## src/rtl/lir_pkg.sv

```systemverilog
// Package for the linear interpolation resampler: widths, codes, request types
// and small helper functions shared by the sequencer, the MAC unit and the top level.
// Depends on nothing.
package lir_pkg;

    // Fixed sizes of the datapath.
    localparam int MAX_CHANNELS = 8;
    localparam int FRAC_BITS    = 20;
    localparam int SAMPLE_W     = 32;
    localparam int STEP_W       = 25;
    localparam int PHASE_W      = STEP_W + 1;
    localparam int COEF_W       = FRAC_BITS + 1;
    localparam int PROD_W       = SAMPLE_W + COEF_W + 1;
    localparam int CHAN_W       = $clog2(MAX_CHANNELS);
    localparam int CCNT_W       = 4;
    localparam int MAX_RESULTS  = 16;
    localparam int RES_CNT_W    = $clog2(MAX_RESULTS);
    localparam int CFG_IDX_W    = 2;
    localparam int CFG_DATA_W   = STEP_W;

    // One frame in fixed point, and the legal step range (1/16 to 16).
    localparam logic [PHASE_W-1:0] ONE_FRAC = PHASE_W'(64'd1 << FRAC_BITS);
    localparam logic [STEP_W-1:0]  STEP_MIN = STEP_W'(64'd1 << (FRAC_BITS - 4));
    localparam logic [STEP_W-1:0]  STEP_MAX = STEP_W'(64'd1 << (FRAC_BITS + 4));

    // Reset values of the configuration registers.
    localparam logic [CCNT_W-1:0] CHANNEL_COUNT_RST = CCNT_W'(2);
    localparam logic [1:0]        WIDTH_MODE_RST    = 2'd0;

    // Sample width codes; any other code means 32-bit samples.
    localparam logic [1:0] MODE_16 = 2'd0;
    localparam logic [1:0] MODE_24 = 2'd1;

    // Configuration register indexes.
    typedef enum logic [CFG_IDX_W-1:0] {
        REG_CHANNEL_COUNT = 2'd0,
        REG_WIDTH_MODE    = 2'd1,
        REG_STEP_RATIO    = 2'd2
    } cfg_reg_t;

    // Operations of the shared multiply-accumulate unit.
    typedef enum logic [1:0] {
        MAC_HOLD,
        MAC_FIRST,
        MAC_SECOND,
        MAC_FINAL
    } mac_op_t;

    // Input request: one frame of samples.
    typedef struct packed {
        logic signed [SAMPLE_W-1:0] sample_0;
        logic signed [SAMPLE_W-1:0] sample_1;
        logic signed [SAMPLE_W-1:0] sample_2;
        logic signed [SAMPLE_W-1:0] sample_3;
        logic signed [SAMPLE_W-1:0] sample_4;
        logic signed [SAMPLE_W-1:0] sample_5;
        logic signed [SAMPLE_W-1:0] sample_6;
        logic signed [SAMPLE_W-1:0] sample_7;
    } in_frame_t;

    // Output request: one interpolated frame.
    typedef struct packed {
        logic signed [SAMPLE_W-1:0] out_0;
        logic signed [SAMPLE_W-1:0] out_1;
        logic signed [SAMPLE_W-1:0] out_2;
        logic signed [SAMPLE_W-1:0] out_3;
        logic signed [SAMPLE_W-1:0] out_4;
        logic signed [SAMPLE_W-1:0] out_5;
        logic signed [SAMPLE_W-1:0] out_6;
        logic signed [SAMPLE_W-1:0] out_7;
        logic                       last_of_run;
    } out_frame_t;

    // Controls from the sequencer to the datapath.
    typedef struct packed {
        mac_op_t             op;
        logic [CHAN_W-1:0]   chan;
        logic                use_cur;
        logic [COEF_W-1:0]   coef;
        logic                res_write;
        logic                emit;
        logic                last;
        logic                frame_done;
    } seq_ctl_t;

    // Keep the low sample-width bits and sign-extend them to 32 bits.
    function automatic logic [SAMPLE_W-1:0] sext_sample(input logic [SAMPLE_W-1:0] v,
                                                        input logic [1:0] mode);
        logic [SAMPLE_W-1:0] r;
        case (mode)
            MODE_16: r = {{16{v[15]}}, v[15:0]};
            MODE_24: r = {{8{v[23]}}, v[23:0]};
            default: r = v;
        endcase
        return r;
    endfunction

    // Index of the highest active channel; zero acts as one channel.
    function automatic logic [CHAN_W-1:0] last_channel(input logic [CCNT_W-1:0] cc);
        logic [CHAN_W-1:0] r;
        if (cc == '0)
            r = '0;
        else if (cc > CCNT_W'(MAX_CHANNELS))
            r = CHAN_W'(MAX_CHANNELS - 1);
        else
            r = CHAN_W'(cc - 1'b1);
        return r;
    endfunction

    // Saturate the step to its legal range.
    function automatic logic [STEP_W-1:0] clamp_step(input logic [STEP_W-1:0] s);
        logic [STEP_W-1:0] r;
        if (s < STEP_MIN)
            r = STEP_MIN;
        else if (s > STEP_MAX)
            r = STEP_MAX;
        else
            r = s;
        return r;
    endfunction

endpackage

```

## src/rtl/lir_mac.sv

```systemverilog
// Shared multiply-accumulate unit of the resampler: one signed sample by an
// unsigned Q20 weight per MAC_FIRST/MAC_SECOND cycle, shift by the
// fraction width, and a two-term sum. Depends on lir_pkg.
module lir_mac (
    input  logic                           clk,
    input  lir_pkg::mac_op_t               op,
    input  logic signed [lir_pkg::SAMPLE_W-1:0] a,
    input  logic [lir_pkg::COEF_W-1:0]     b,
    output logic [lir_pkg::SAMPLE_W-1:0]   sum
);
    import lir_pkg::*;

    logic signed [PROD_W-1:0]   prod_reg;
    logic signed [PROD_W-1:0]   prod_next;
    logic [SAMPLE_W-1:0]        acc_reg;
    logic [SAMPLE_W-1:0]        term;

    // Product of the sample and the zero-extended weight.
    assign prod_next = a * $signed({1'b0, b});

    // Arithmetic shift right by the fraction width; only the low sample bits
    // matter since the sum wraps to the sample width.
    assign term = prod_reg[FRAC_BITS +: SAMPLE_W];

    // Both weighted terms added together.
    assign sum = acc_reg + term;

    // Product register and partial sum.
    always_ff @(posedge clk)
    begin
        case (op)
            MAC_FIRST:
            begin
                prod_reg <= prod_next;
            end
            MAC_SECOND:
            begin
                acc_reg  <= term;
                prod_reg <= prod_next;
            end
            default:
            begin
            end
        endcase
    end

endmodule

```

## src/rtl/lir_seq.sv

```systemverilog
// Sequencer of the resampler: walks the outputs of one input frame and the
// channels of each output, drives the shared MAC unit and keeps the phase.
// Depends on lir_pkg.
module lir_seq (
    input  logic                        clk,
    input  logic                        rst_n,
    input  logic                        start,
    input  logic                        out_free,
    input  logic [lir_pkg::STEP_W-1:0]  step,
    input  logic [lir_pkg::CHAN_W-1:0]  last_chan,
    output logic                        ready,
    output lir_pkg::seq_ctl_t           ctl
);
    import lir_pkg::*;

    typedef enum logic [2:0] {
        ST_IDLE,
        ST_START,
        ST_MUL_PREV,
        ST_MUL_CUR,
        ST_SUM,
        ST_EMIT,
        ST_FINISH
    } state_t;

    state_t                 state_reg;
    logic [STEP_W-1:0]      phase_reg;
    logic [PHASE_W-1:0]     work_reg;
    logic [CHAN_W-1:0]      chan_reg;
    logic [RES_CNT_W-1:0]   count_reg;

    logic [FRAC_BITS-1:0]   frac;
    logic                   frac_zero;
    logic [COEF_W-1:0]      coef_prev;
    logic [COEF_W-1:0]      coef_cur;
    logic [PHASE_W-1:0]     work_adv;
    logic                   is_last;
    logic [STEP_W-1:0]      phase_done;

    // Weights of the two neighbors; a zero fraction selects the current sample.
    assign frac      = work_reg[FRAC_BITS-1:0];
    assign frac_zero = (frac == '0);
    assign coef_prev = frac_zero ? '0 : COEF_W'(ONE_FRAC) - {1'b0, frac};
    assign coef_cur  = frac_zero ? COEF_W'(ONE_FRAC) : {1'b0, frac};

    // Position of the next output and whether this output closes the run.
    assign work_adv = work_reg + {1'b0, step};
    assign is_last  = (work_adv > ONE_FRAC) || (count_reg == RES_CNT_W'(MAX_RESULTS - 1));

    // Phase carried to the next frame, never below one.
    assign phase_done = (work_reg > ONE_FRAC) ? STEP_W'(work_reg - ONE_FRAC) : STEP_W'(1);

    assign ready = (state_reg == ST_IDLE);

    // Datapath controls decoded from the state.
    always_comb
    begin
        ctl            = '0;
        ctl.op         = MAC_HOLD;
        ctl.chan       = chan_reg;
        ctl.use_cur    = (state_reg == ST_MUL_CUR);
        ctl.coef       = (state_reg == ST_MUL_PREV) ? coef_prev : coef_cur;
        ctl.last       = is_last;
        case (state_reg)
            ST_MUL_PREV: ctl.op = MAC_FIRST;
            ST_MUL_CUR:  ctl.op = MAC_SECOND;
            ST_SUM:
            begin
                ctl.op        = MAC_FINAL;
                ctl.res_write = 1'b1;
            end
            ST_EMIT:     ctl.emit = out_free;
            ST_FINISH:   ctl.frame_done = 1'b1;
            default:
            begin
            end
        endcase
    end

    // State, phase and loop counters.
    always_ff @(posedge clk or negedge rst_n)
    begin
        if (!rst_n)
        begin
            state_reg <= ST_IDLE;
            phase_reg <= STEP_W'(ONE_FRAC);
            work_reg  <= '0;
            chan_reg  <= '0;
            count_reg <= '0;
        end
        else
        begin
            case (state_reg)
                ST_IDLE:
                begin
                    if (start)
                    begin
                        work_reg  <= {1'b0, phase_reg};
                        count_reg <= '0;
                        state_reg <= ST_START;
                    end
                end
                ST_START:
                begin
                    chan_reg <= '0;
                    if (work_reg > ONE_FRAC)
                        state_reg <= ST_FINISH;
                    else
                        state_reg <= ST_MUL_PREV;
                end
                ST_MUL_PREV:
                begin
                    state_reg <= ST_MUL_CUR;
                end
                ST_MUL_CUR:
                begin
                    state_reg <= ST_SUM;
                end
                ST_SUM:
                begin
                    if (chan_reg == last_chan)
                    begin
                        state_reg <= ST_EMIT;
                    end
                    else
                    begin
                        chan_reg  <= chan_reg + 1'b1;
                        state_reg <= ST_MUL_PREV;
                    end
                end
                ST_EMIT:
                begin
                    if (out_free)
                    begin
                        work_reg  <= work_adv;
                        count_reg <= count_reg + 1'b1;
                        chan_reg  <= '0;
                        state_reg <= is_last ? ST_FINISH : ST_MUL_PREV;
                    end
                end
                ST_FINISH:
                begin
                    phase_reg <= phase_done;
                    state_reg <= ST_IDLE;
                end
                default:
                begin
                    state_reg <= ST_IDLE;
                end
            endcase
        end
    end

`ifndef SYNTHESIS
    // The stored phase is at least one fraction step.
    a_phase_nonzero: assert property (@(posedge clk) disable iff (!rst_n)
        phase_reg != '0)
        else $error("phase register reached zero");

    // An accepted frame makes the block busy in the next cycle.
    a_busy_after_start: assert property (@(posedge clk) disable iff (!rst_n)
        start |=> !ready)
        else $error("block still ready after accepting a frame");

    // A result is only loaded into a free output slot.
    a_emit_free: assert property (@(posedge clk) disable iff (!rst_n)
        ctl.emit |-> out_free)
        else $error("result loaded over a waiting result");

    // Partial results are never written beyond the active channels.
    a_chan_range: assert property (@(posedge clk) disable iff (!rst_n)
        ctl.res_write |-> (ctl.chan <= last_chan))
        else $error("channel write beyond the active channels");
`endif

endmodule

```

## src/rtl/linear_interp_resampler.sv

```systemverilog
// Top level of the linear interpolation resampler: configuration registers,
// frame storage, result and output registers around the sequencer and MAC unit.
// Depends on lir_pkg, lir_mac and lir_seq.
//
// Usage:
//   Input channel (in_valid/in_ready/in_data) takes one frame of eight samples
//   per request. Output channel (out_valid/out_ready/out_data) gives zero to
//   sixteen interpolated frames per input request; last_of_run marks the final
//   one of each run. Configuration is written through cfg_write/cfg_index/
//   cfg_data while the block is idle: channel count, sample width, step ratio.
// Operation:
//   One shared multiplier serves every product. For each active channel the
//   sequencer steps through ST_MUL_PREV, ST_MUL_CUR and ST_SUM; each output
//   then waits in ST_EMIT while the output register is full. A frame opens
//   with ST_START and closes with ST_FINISH; output stalls lengthen it.
//   in_ready is high only while no frame is in work.
// Reset and stalls:
//   Reset clears the stored previous frame, sets the phase to one frame and
//   loads the register defaults. A finished result waits in the output
//   register; while it is not taken, the sequencer holds before loading the
//   next result. The last result of a frame may wait while a new frame enters.
module linear_interp_resampler (
    input  logic                              clk,
    input  logic                              rst_n,
    input  logic                              in_valid,
    output logic                              in_ready,
    input  lir_pkg::in_frame_t                in_data,
    output logic                              out_valid,
    input  logic                              out_ready,
    output lir_pkg::out_frame_t               out_data,
    input  logic                              cfg_write,
    input  logic [lir_pkg::CFG_IDX_W-1:0]     cfg_index,
    input  logic [lir_pkg::CFG_DATA_W-1:0]    cfg_data
);
    import lir_pkg::*;

    logic [CCNT_W-1:0]      channel_count_reg;
    logic [1:0]             width_mode_reg;
    logic [STEP_W-1:0]      step_ratio_reg;

    logic [SAMPLE_W-1:0]    cur_reg  [MAX_CHANNELS];
    logic [SAMPLE_W-1:0]    prev_reg [MAX_CHANNELS];
    logic [SAMPLE_W-1:0]    res_reg  [MAX_CHANNELS];
    logic [SAMPLE_W-1:0]    in_samples [MAX_CHANNELS];
    logic [SAMPLE_W-1:0]    res_masked [MAX_CHANNELS];

    logic                   out_valid_reg;
    out_frame_t             out_data_reg;
    out_frame_t             out_next;

    logic                   start;
    logic                   seq_ready;
    logic                   out_free;
    logic [STEP_W-1:0]      step_eff;
    logic [CHAN_W-1:0]      last_chan;
    seq_ctl_t               ctl;
    logic [SAMPLE_W-1:0]    mac_a;
    logic [SAMPLE_W-1:0]    mac_sum;

    // Handshake and effective configuration.
    assign in_ready  = seq_ready;
    assign start     = in_valid && seq_ready;
    assign out_free  = !out_valid_reg || out_ready;
    assign out_valid = out_valid_reg;
    assign out_data  = out_data_reg;
    assign step_eff  = clamp_step(step_ratio_reg);
    assign last_chan = last_channel(channel_count_reg);

    // Input frame as an array of channels.
    always_comb
    begin
        in_samples[0] = in_data.sample_0;
        in_samples[1] = in_data.sample_1;
        in_samples[2] = in_data.sample_2;
        in_samples[3] = in_data.sample_3;
        in_samples[4] = in_data.sample_4;
        in_samples[5] = in_data.sample_5;
        in_samples[6] = in_data.sample_6;
        in_samples[7] = in_data.sample_7;
    end

    // Configuration registers; an index beyond the list is ignored.
    always_ff @(posedge clk or negedge rst_n)
    begin
        if (!rst_n)
        begin
            channel_count_reg <= CHANNEL_COUNT_RST;
            width_mode_reg    <= WIDTH_MODE_RST;
            step_ratio_reg    <= STEP_W'(ONE_FRAC);
        end
        else if (cfg_write)
        begin
            case (cfg_index)
                REG_CHANNEL_COUNT: channel_count_reg <= cfg_data[CCNT_W-1:0];
                REG_WIDTH_MODE:    width_mode_reg    <= cfg_data[1:0];
                REG_STEP_RATIO:    step_ratio_reg    <= cfg_data[STEP_W-1:0];
                default:
                begin
                end
            endcase
        end
    end

    // Current frame is captured on each request.
    always_ff @(posedge clk)
    begin
        if (start)
        begin
            for (int k = 0; k < MAX_CHANNELS; k++)
                cur_reg[k] <= in_samples[k];
        end
    end

    // Previous frame takes over the current one when a frame is done.
    always_ff @(posedge clk or negedge rst_n)
    begin
        if (!rst_n)
        begin
            for (int k = 0; k < MAX_CHANNELS; k++)
                prev_reg[k] <= '0;
        end
        else if (ctl.frame_done)
        begin
            for (int k = 0; k < MAX_CHANNELS; k++)
                prev_reg[k] <= cur_reg[k];
        end
    end

    // Operand select for the shared unit, sign-extended from the sample width.
    assign mac_a = sext_sample(ctl.use_cur ? cur_reg[ctl.chan] : prev_reg[ctl.chan],
                               width_mode_reg);

    lir_mac u_mac (
        .clk (clk),
        .op  (ctl.op),
        .a   (mac_a),
        .b   (ctl.coef),
        .sum (mac_sum)
    );

    lir_seq u_seq (
        .clk       (clk),
        .rst_n     (rst_n),
        .start     (start),
        .out_free  (out_free),
        .step      (step_eff),
        .last_chan (last_chan),
        .ready     (seq_ready),
        .ctl       (ctl)
    );

    // Per-channel results, wrapped to the sample width.
    always_ff @(posedge clk)
    begin
        if (ctl.res_write)
            res_reg[ctl.chan] <= sext_sample(mac_sum, width_mode_reg);
    end

    // Inactive channels read as zero.
    always_comb
    begin
        for (int k = 0; k < MAX_CHANNELS; k++)
            res_masked[k] = (CHAN_W'(k) <= last_chan) ? res_reg[k] : '0;
        out_next.out_0       = res_masked[0];
        out_next.out_1       = res_masked[1];
        out_next.out_2       = res_masked[2];
        out_next.out_3       = res_masked[3];
        out_next.out_4       = res_masked[4];
        out_next.out_5       = res_masked[5];
        out_next.out_6       = res_masked[6];
        out_next.out_7       = res_masked[7];
        out_next.last_of_run = ctl.last;
    end

    // Output register.
    always_ff @(posedge clk or negedge rst_n)
    begin
        if (!rst_n)
            out_valid_reg <= 1'b0;
        else if (ctl.emit)
            out_valid_reg <= 1'b1;
        else if (out_ready)
            out_valid_reg <= 1'b0;
    end

    always_ff @(posedge clk)
    begin
        if (ctl.emit)
            out_data_reg <= out_next;
    end

endmodule

```

## config.mk

```make
export PLATFORM = sky130hd
export DESIGN_NAME = linear_interp_resampler
export DESIGN_NICKNAME = d
export VERILOG_FILES = /design/src/rtl/lir_pkg.sv /design/src/rtl/lir_mac.sv /design/src/rtl/lir_seq.sv /design/src/rtl/linear_interp_resampler.sv
export SDC_FILE = /design/constraint.sdc
export NUM_CORES = 2
export LEC_CHECK = 0
export BUFFER_PORTS_ARGS = -buffer_cell sky130_fd_sc_hd__buf_2
export CELL_PAD_IN_SITES_DETAIL_PLACEMENT = 1
export CELL_PAD_IN_SITES_GLOBAL_PLACEMENT = 1
export CORE_MARGIN = 2
export CORE_UTILIZATION = 45
export CTS_CLUSTER_DIAMETER = 150
export DETAILED_ROUTE_END_ITERATION = 7
export PLACE_DENSITY_LB_ADDON = 0.2
export SETUP_SLACK_MARGIN = 0.05
export SLEW_MARGIN = 20
export SYNTH_ARGS = -nofsm -noshare
export SYNTH_HDL_FRONTEND = slang
export SYNTH_SLANG_ARGS = --single-unit
export TNS_END_PERCENT = 20
```

## constraint.sdc

```tcl
create_clock -name clk -period 8.64 [get_ports clk]
set_input_delay 0.864 -clock clk [delete_from_list [all_inputs] [get_ports clk]]
set_output_delay 0.864 -clock clk [all_outputs]
set_load 0.1 [all_outputs]
```

== Word-level counts from Yosys, hierarchy flattened ==
Memory sizes are Yosys's and may differ from the RTL's. A register that Yosys moved wholly into a read port is not among the register bits.
Cells that the tools add are included.

* Output and inout port bits: 259
* Memories kept: 2
* Bits in writable memories: 512
* Input port bits: 288
* Bits in registers: 178

* Reduce and logical (&&, ||, !) cells: 35
* Multiplexer cells: 40
* Add/subtract/negate cells: 7
* Bitwise logic cells: 1
* Magnitude comparators: 14
* Eq/ne operators: 16
* $mul: 1

{| class="wikitable"
|+ Memories
! name !! depth !! width !! read ports !! clocked after memory_dff !! wr ports !! RTL line !! source
|-
| cur_reg || 8 || 32 || 9 || 8 || 8 || linear_interp_resampler.sv:41 || <nowiki>logic [SAMPLE_W-1:0] cur_reg [MAX_CHANNELS];</nowiki>
|-
| res_reg || 8 || 32 || 8 || 8 || 1 || linear_interp_resampler.sv:43 || <nowiki>logic [SAMPLE_W-1:0] res_reg [MAX_CHANNELS];</nowiki>
|}

{| class="wikitable"
|+ Operators by type and width
! cell !! count
|-
| 2-to-1 mux 32 bit || 4
|-
| one-hot mux 32 bit (2 select lines) || 2
|-
| binary-select mux 32 bit (select 3 bit) || 1
|-
| 2-to-1 mux 25 bit || 3
|-
| 2-to-1 mux 21 bit || 3
|-
| greater-than comparator 26 x 21 -> 1 bit (second input constant) || 2
|-
| multiplier 32 x 22 -> 52 bit || 1
|-
| 2-to-1 mux 26 bit || 2
|-
| one-hot mux 26 bit (2 select lines) || 1
|-
| adder 32 bit || 1
|-
| 2-to-1 mux 3 bit || 9
|-
| adder 26 x 25 -> 26 bit || 1
|-
| greater-than comparator 25 bit (second input constant) || 1
|-
| less-than comparator 25 x 17 -> 1 bit (second input constant) || 1
|-
| subtractor 25 x 21 -> 25 bit (second input constant) || 1
|-
| subtractor 21 x 20 -> 21 bit (first input constant) || 1
|-
| zero test 20 bit || 1
|-
| one-hot mux 3 bit (6 select lines) || 1
|-
| zero test 1 bit || 17
|-
| less-or-equal comparator 3 bit (first input constant) || 4
|-
| equality test 3 bit (second input constant) || 3
|-
| 2-to-1 mux 1 bit || 9
|-
| one-hot mux 3 bit (3 select lines) || 1
|-
| 2-to-1 mux 4 bit || 2
|-
| other kinds (28) || 42
|}

== Longest topological paths before layout ==
* Word-level depth: 9
* Mapped depth: 39
* Mapped depth without buffers: 35

== By module ==
A second synthesis with hierarchy kept.

* Cells, all modules: 5,472
* Area total of the unflattened synthesis: 70,815.4 sq um

{| class="wikitable"
|+ Modules (own cells, without submodules)
! module !! area an instance (sq um) !! cells each !! instances !! seq. area each (sq um)
|-
| linear_interp_resampler || 40,311.2 || 2,245 || 1 || 30,301.6
|-
| lir_mac || 25,677.1 || 2,654 || 1 || 1,921.8
|-
| lir_seq || 4,827.1 || 573 || 1 || 1,527.7
|}

== Least setup slack after synthesis ==
OpenSTA, ideal clock, no wires.

* Kind: reg-to-reg
* From: register u_seq.state_reg[0]
* To: register u_seq.work_reg[12]
* Stages on the path, launching flop included: 8
* Arrival time: 11.321 ns
* Clock period less this slack: 11.416 ns
* Setup time: 0.095 ns
* Data required time: 8.545 ns
* Setup slack: -2.776 ns
* Cell sequence: dfrtp_1 > clkbuf_1 > nor3_1 > and2_1 > clkbuf_1 > buf_1 > a22oi_1 > nand2_1

* Cells in the longest elaborated chain, start to end: 4

{| class="wikitable"
|+ RTL lines
! element !! RTL line !! source
|-
| start, declared || lir_seq.sv:26 || <nowiki>state_t state_reg;</nowiki>
|-
| start signal, assigned || lir_seq.sv:138 || <nowiki>state_reg <= is_last ? ST_FINISH : ST_MUL_PREV;</nowiki>
|-
| zero test 3 bit || lir_seq.sv:53 || <nowiki>assign ready = (state_reg == ST_IDLE);</nowiki>
|-
| net in_ready || linear_interp_resampler.sv:26 || <nowiki>output logic in_ready,</nowiki>
|-
| logical AND 1 bit || linear_interp_resampler.sv:62 || <nowiki>assign start = in_valid && seq_ready;</nowiki>
|-
| net start || linear_interp_resampler.sv:51 || <nowiki>logic start;</nowiki>
|-
| != test 2 bit (no source line) || - ||
|-
| AND reduction 3 bit (no source line) || - ||
|-
| end signal, assigned || lir_seq.sv:98 || <nowiki>work_reg <= {1'b0, phase_reg};</nowiki>
|-
| end signal, assigned || lir_seq.sv:135 || <nowiki>work_reg <= work_adv;</nowiki>
|-
| end, declared || lir_seq.sv:28 || <nowiki>logic [PHASE_W-1:0] work_reg;</nowiki>
|}

The timed path passes the listed nets, and every way through them passes these cells.
A chain may end at the register's enable or synchronous reset.

== Final worst setup path ==
* From: register u_seq.chan_reg[1]
* To: register u_mac.prod_reg[51], data pin

* Cells in the longest elaborated chain, start to end: 7

{| class="wikitable"
|+ RTL lines
! element !! RTL line !! source
|-
| start, declared || lir_seq.sv:29 || <nowiki>logic [CHAN_W-1:0] chan_reg;</nowiki>
|-
| start signal, assigned || lir_seq.sv:127 || <nowiki>chan_reg <= chan_reg + 1'b1;</nowiki>
|-
| NOT 3 -> 4 bit (not written as such) || linear_interp_resampler.sv:130 || <nowiki>assign mac_a = sext_sample(ctl.use_cur ? cur_reg[ctl.chan] : prev_reg[ctl.chan],</nowiki>
|-
| binary-select mux 32 bit (select 3 bit) || linear_interp_resampler.sv:130 ||
|-
| 2-to-1 mux 32 bit (not written as such) (2 in a row) || linear_interp_resampler.sv:130 ||
|-
| 2-to-1 mux 32 bit (*) || linear_interp_resampler.sv:130 ||
|-
| one-hot mux 32 bit (2 select lines) (*) || lir_pkg.sv:90 || <nowiki>case (mode)</nowiki>
|-
| multiplier 32 x 22 -> 52 bit (*) || lir_mac.sv:19 || <nowiki>assign prod_next = a * $signed({1'b0, b});</nowiki>
|-
| net u_mac.prod_next[51] || lir_mac.sv:14 || <nowiki>logic signed [PROD_W-1:0] prod_next;</nowiki>
|-
| end signal, assigned || lir_mac.sv:34 || <nowiki>prod_reg <= prod_next;</nowiki>
|-
| end signal, assigned || lir_mac.sv:39 || <nowiki>prod_reg <= prod_next;</nowiki>
|-
| end, declared || lir_mac.sv:13 || <nowiki>logic signed [PROD_W-1:0] prod_reg;</nowiki>
|}

The timed path passes the listed nets; every way through them passes the cells marked *. The select of a mux whose other input is x is not followed.

==> results.py <==
metrics = {
    "outcome": {
        "status": "finished with violations",
        "violations": "negative setup slack",
    },
    "setup_path": {
        "critPathSlowestCell": "fa_1",
        "max_stage_delay_ns": 0.63,
        "crit_arrival_ns": 9.19,
        "worstSetupStartpointType": "flop",
        "crit_type": "reg -> reg",
        "required_ns": 9.14,
        "critPathMaxFanout": 7,
        "ff2ff_setup_slack_ns": -0.05,
        "end_kind": "flop",
        "crit_buf_inv": 9,
        "cp_common_cell": "fa_1",
        "path_delay_family": "adder cells",
    },
    "floorplanning": {
        "die_y_um": 397,
        "initial_core_util": 0.452,
        "rows": 144,
        "core_area_um2": 154000,
        "die_area_um2": 158000,
        "pin_count": 547,
        "die_w_um": 397,
    },
    "cells_and_area": {
        "final_common_cell": "nand2_1",
        "mostFrequentLayoutCells": "nand2_1, edfxtp_1, inv_1, fa_1, buf_2",
        "area_delta_synth_final_pct": 20.1,
        "drive_gt1_frac": 0.236,
        "largest_reg_flops": 257,
        "final_nets": 7942,
        "finalNonFillerCells": 8961,
    },
    "grt": {
        "grt-busiest-layer": "met2",
        "grt-ovfl-total": 0,
        "grt_max_degree": 206,
        "grt_antenna_before_repair": 12,
        "use_met2": 0.455,
        "globalRouteMet1Util": 0.367,
        "grtUsageMet3": 0.0410,
        "grt_pass1_vias": 52215,
        "grt_usage": 0.272,
        "grt_pass1_wl_mm": 323,
    },
    "detailed_routing": {
        "dr.pass1.iters": 7,
        "drt-initial-drc-count": 3450,
        "via_per_inst": 5.31,
        "wl_per_cell_um": 23.9,
        "drtAntennaViolNets": 0,
        "vias": 47623,
        "drc": 0,
        "routed_wl_mm": 214,
    },
    "logic_synthesis": {
        "synth_simple_gate_area_frac": 0.135,
        "synth_top_family_by_area": "adder cells",
        "ys_ff_latch": 1182,
        "yosysTopAreaCell": "edfxtp_1",
        "synth-compound-area-share": 0.0379,
        "ys.flop_type": "edfxtp_1",
        "syn-cell-area_um2": 69600,
        "synthXorXnorAreaFrac": 0.0145,
        "synthesis.nets": 7041,
        "synth_edf_count": 833,
        "yosys.area.top_type_share": 0.360,
        "yosysSeqAreaShare": 0.485,
        "synthAdderAreaFrac": 0.223,
        "async_flop_share": 0.295,
        "avgSynthCellArea_um2": 11.8,
        "ys_warn_count": 0,
        "synth_mux_area_frac": 0.0510,
        "synthDistinctLibCells": 73,
        "synth_cells": 5904,
        "netlist_top_cells_area": "edfxtp_1, fa_1, dfrtp_1, nand2_1, mux4_2",
    },
    "job": {
        "cap_violations": 0,
    },
    "timing": {
        "fin_skew_ns": 0.0848,
        "period_share": 1.01,
        "maxSlewViolCount": 0,
        "rsz0062_at_grt": "true",
        "max_slew_margin": 0.203,
        "worst_slack_ns": -0.0495,
        "clock.fmax_mhz": 115,
        "min_period_ns": 8.69,
        "finalHoldViolCount": 0,
        "final-setup-viol-count": 3,
        "tightest_slew_ns": 1.19,
    },
    "placement": {
        "dp_hpwl_mm": 162,
        "gp_congestion": 0.922,
        "dp.cells": 8651,
        "io_buffers": 546,
    },
    "clock_tree": {
        "cts.clk_slew.worst_paths_ns": 0.06,
        "cts_made_buffers": 119,
        "insertion_delay_ns": 0.79,
        "cts_tree": "yes",
        "cts.sinks": 1182,
        "cts_max_level": 3,
        "clockRootBuffer": "clkbuf_16",
        "clk_path_buf_depth": 3,
        "holdBufCountCts": 0,
    },
    "hold_path": {
        "hp-class": "in -> async",
    },
}
==> per-stage QoR <==
step           setup slack (ns)  utilization  area [um2]  setup TNS (ns)  hold slack [ns]
2_1_floorplan            -0.513            -       69600           -5.62            0.431
3_3_place_gp             -0.401        0.506       77900           -2.57            0.402
3_5_place_dp             -0.606        0.506       77900           -5.20            0.406
4_1_cts                 -0.0355        0.538       82800         -0.0592           0.0288
5_1_grt                  -0.343        0.543       83600           -2.83           0.0483
6_report                -0.0495        0.543       83600          -0.100           0.0245
==> final timing paths <==
path / startpoint / end / depth (start not counted)
min in group clk: in_data[186] / cur_reg[2][26] / 1
worst max register to register: u_seq.chan_reg[1] / u_mac.prod_reg[51] / 29
worst min register to register: res_reg[0][18] / out_data[243] / 0
max in group asynchronous: rst_n / width_mode_reg[0] / 2
worst max-delay path: u_seq.chan_reg[1] / u_mac.prod_reg[51] / 29
worst min-delay path: rst_n / prev_reg[53] / 1
==> kinds of logic (layout without fill, tap and decap cells) <==
kind of cell    Yosys count  after routing
other cells               0              8
mux                     178            178
compound gates          419            419
fa+ha+maj               850            850
xor+xnor                115            115
simple gates           2195           2195
flops                  1182           1182
buf+inv                 965           1970
==> Yosys cell counts, types with 68 or more instances <==
cell type and number:
edfxtp_1 833, dfrtp_1 346, nor2_1 370, clkbuf_1 260, o21ai_0 99, and2_1 133
nor2b_1 169, mux4_2 138, ha_1 194, nand2_1 1333, a21oi_1 115, inv_1 663
fa_1 655, xnor2_1 68
==> routing by layer <==
layer  share of wire  up-vias
li1                -    20987
met1            0.42    24801
met2            0.48     1520
met3           0.059      309
met4           0.033        6
met5         0.00020        -
==> layout make-up <==
cell class | instances | area, um2
diodes | 8 | 20.0
clock buffers | 157 | 3170
clock inverters | 68 | 822
fillers | 16177 | 70300
inverters | 663 | 2500
multi-input cells | 3757 | 33100
flip-flops and latches | 1182 | 33800
well taps | 2044 | 2560
repair buffers | 1082 | 7610
==> timing repair <==
item	CTS	global route
gates cloned	4	0
endpoints found under the setup margin	23	25
buffers inserted	45	28
pin swaps	74	74
resized for setup	124	105
Power is not shown: default switching activity piles up to over one toggle a cycle in this logic, so the estimate is an artifact.
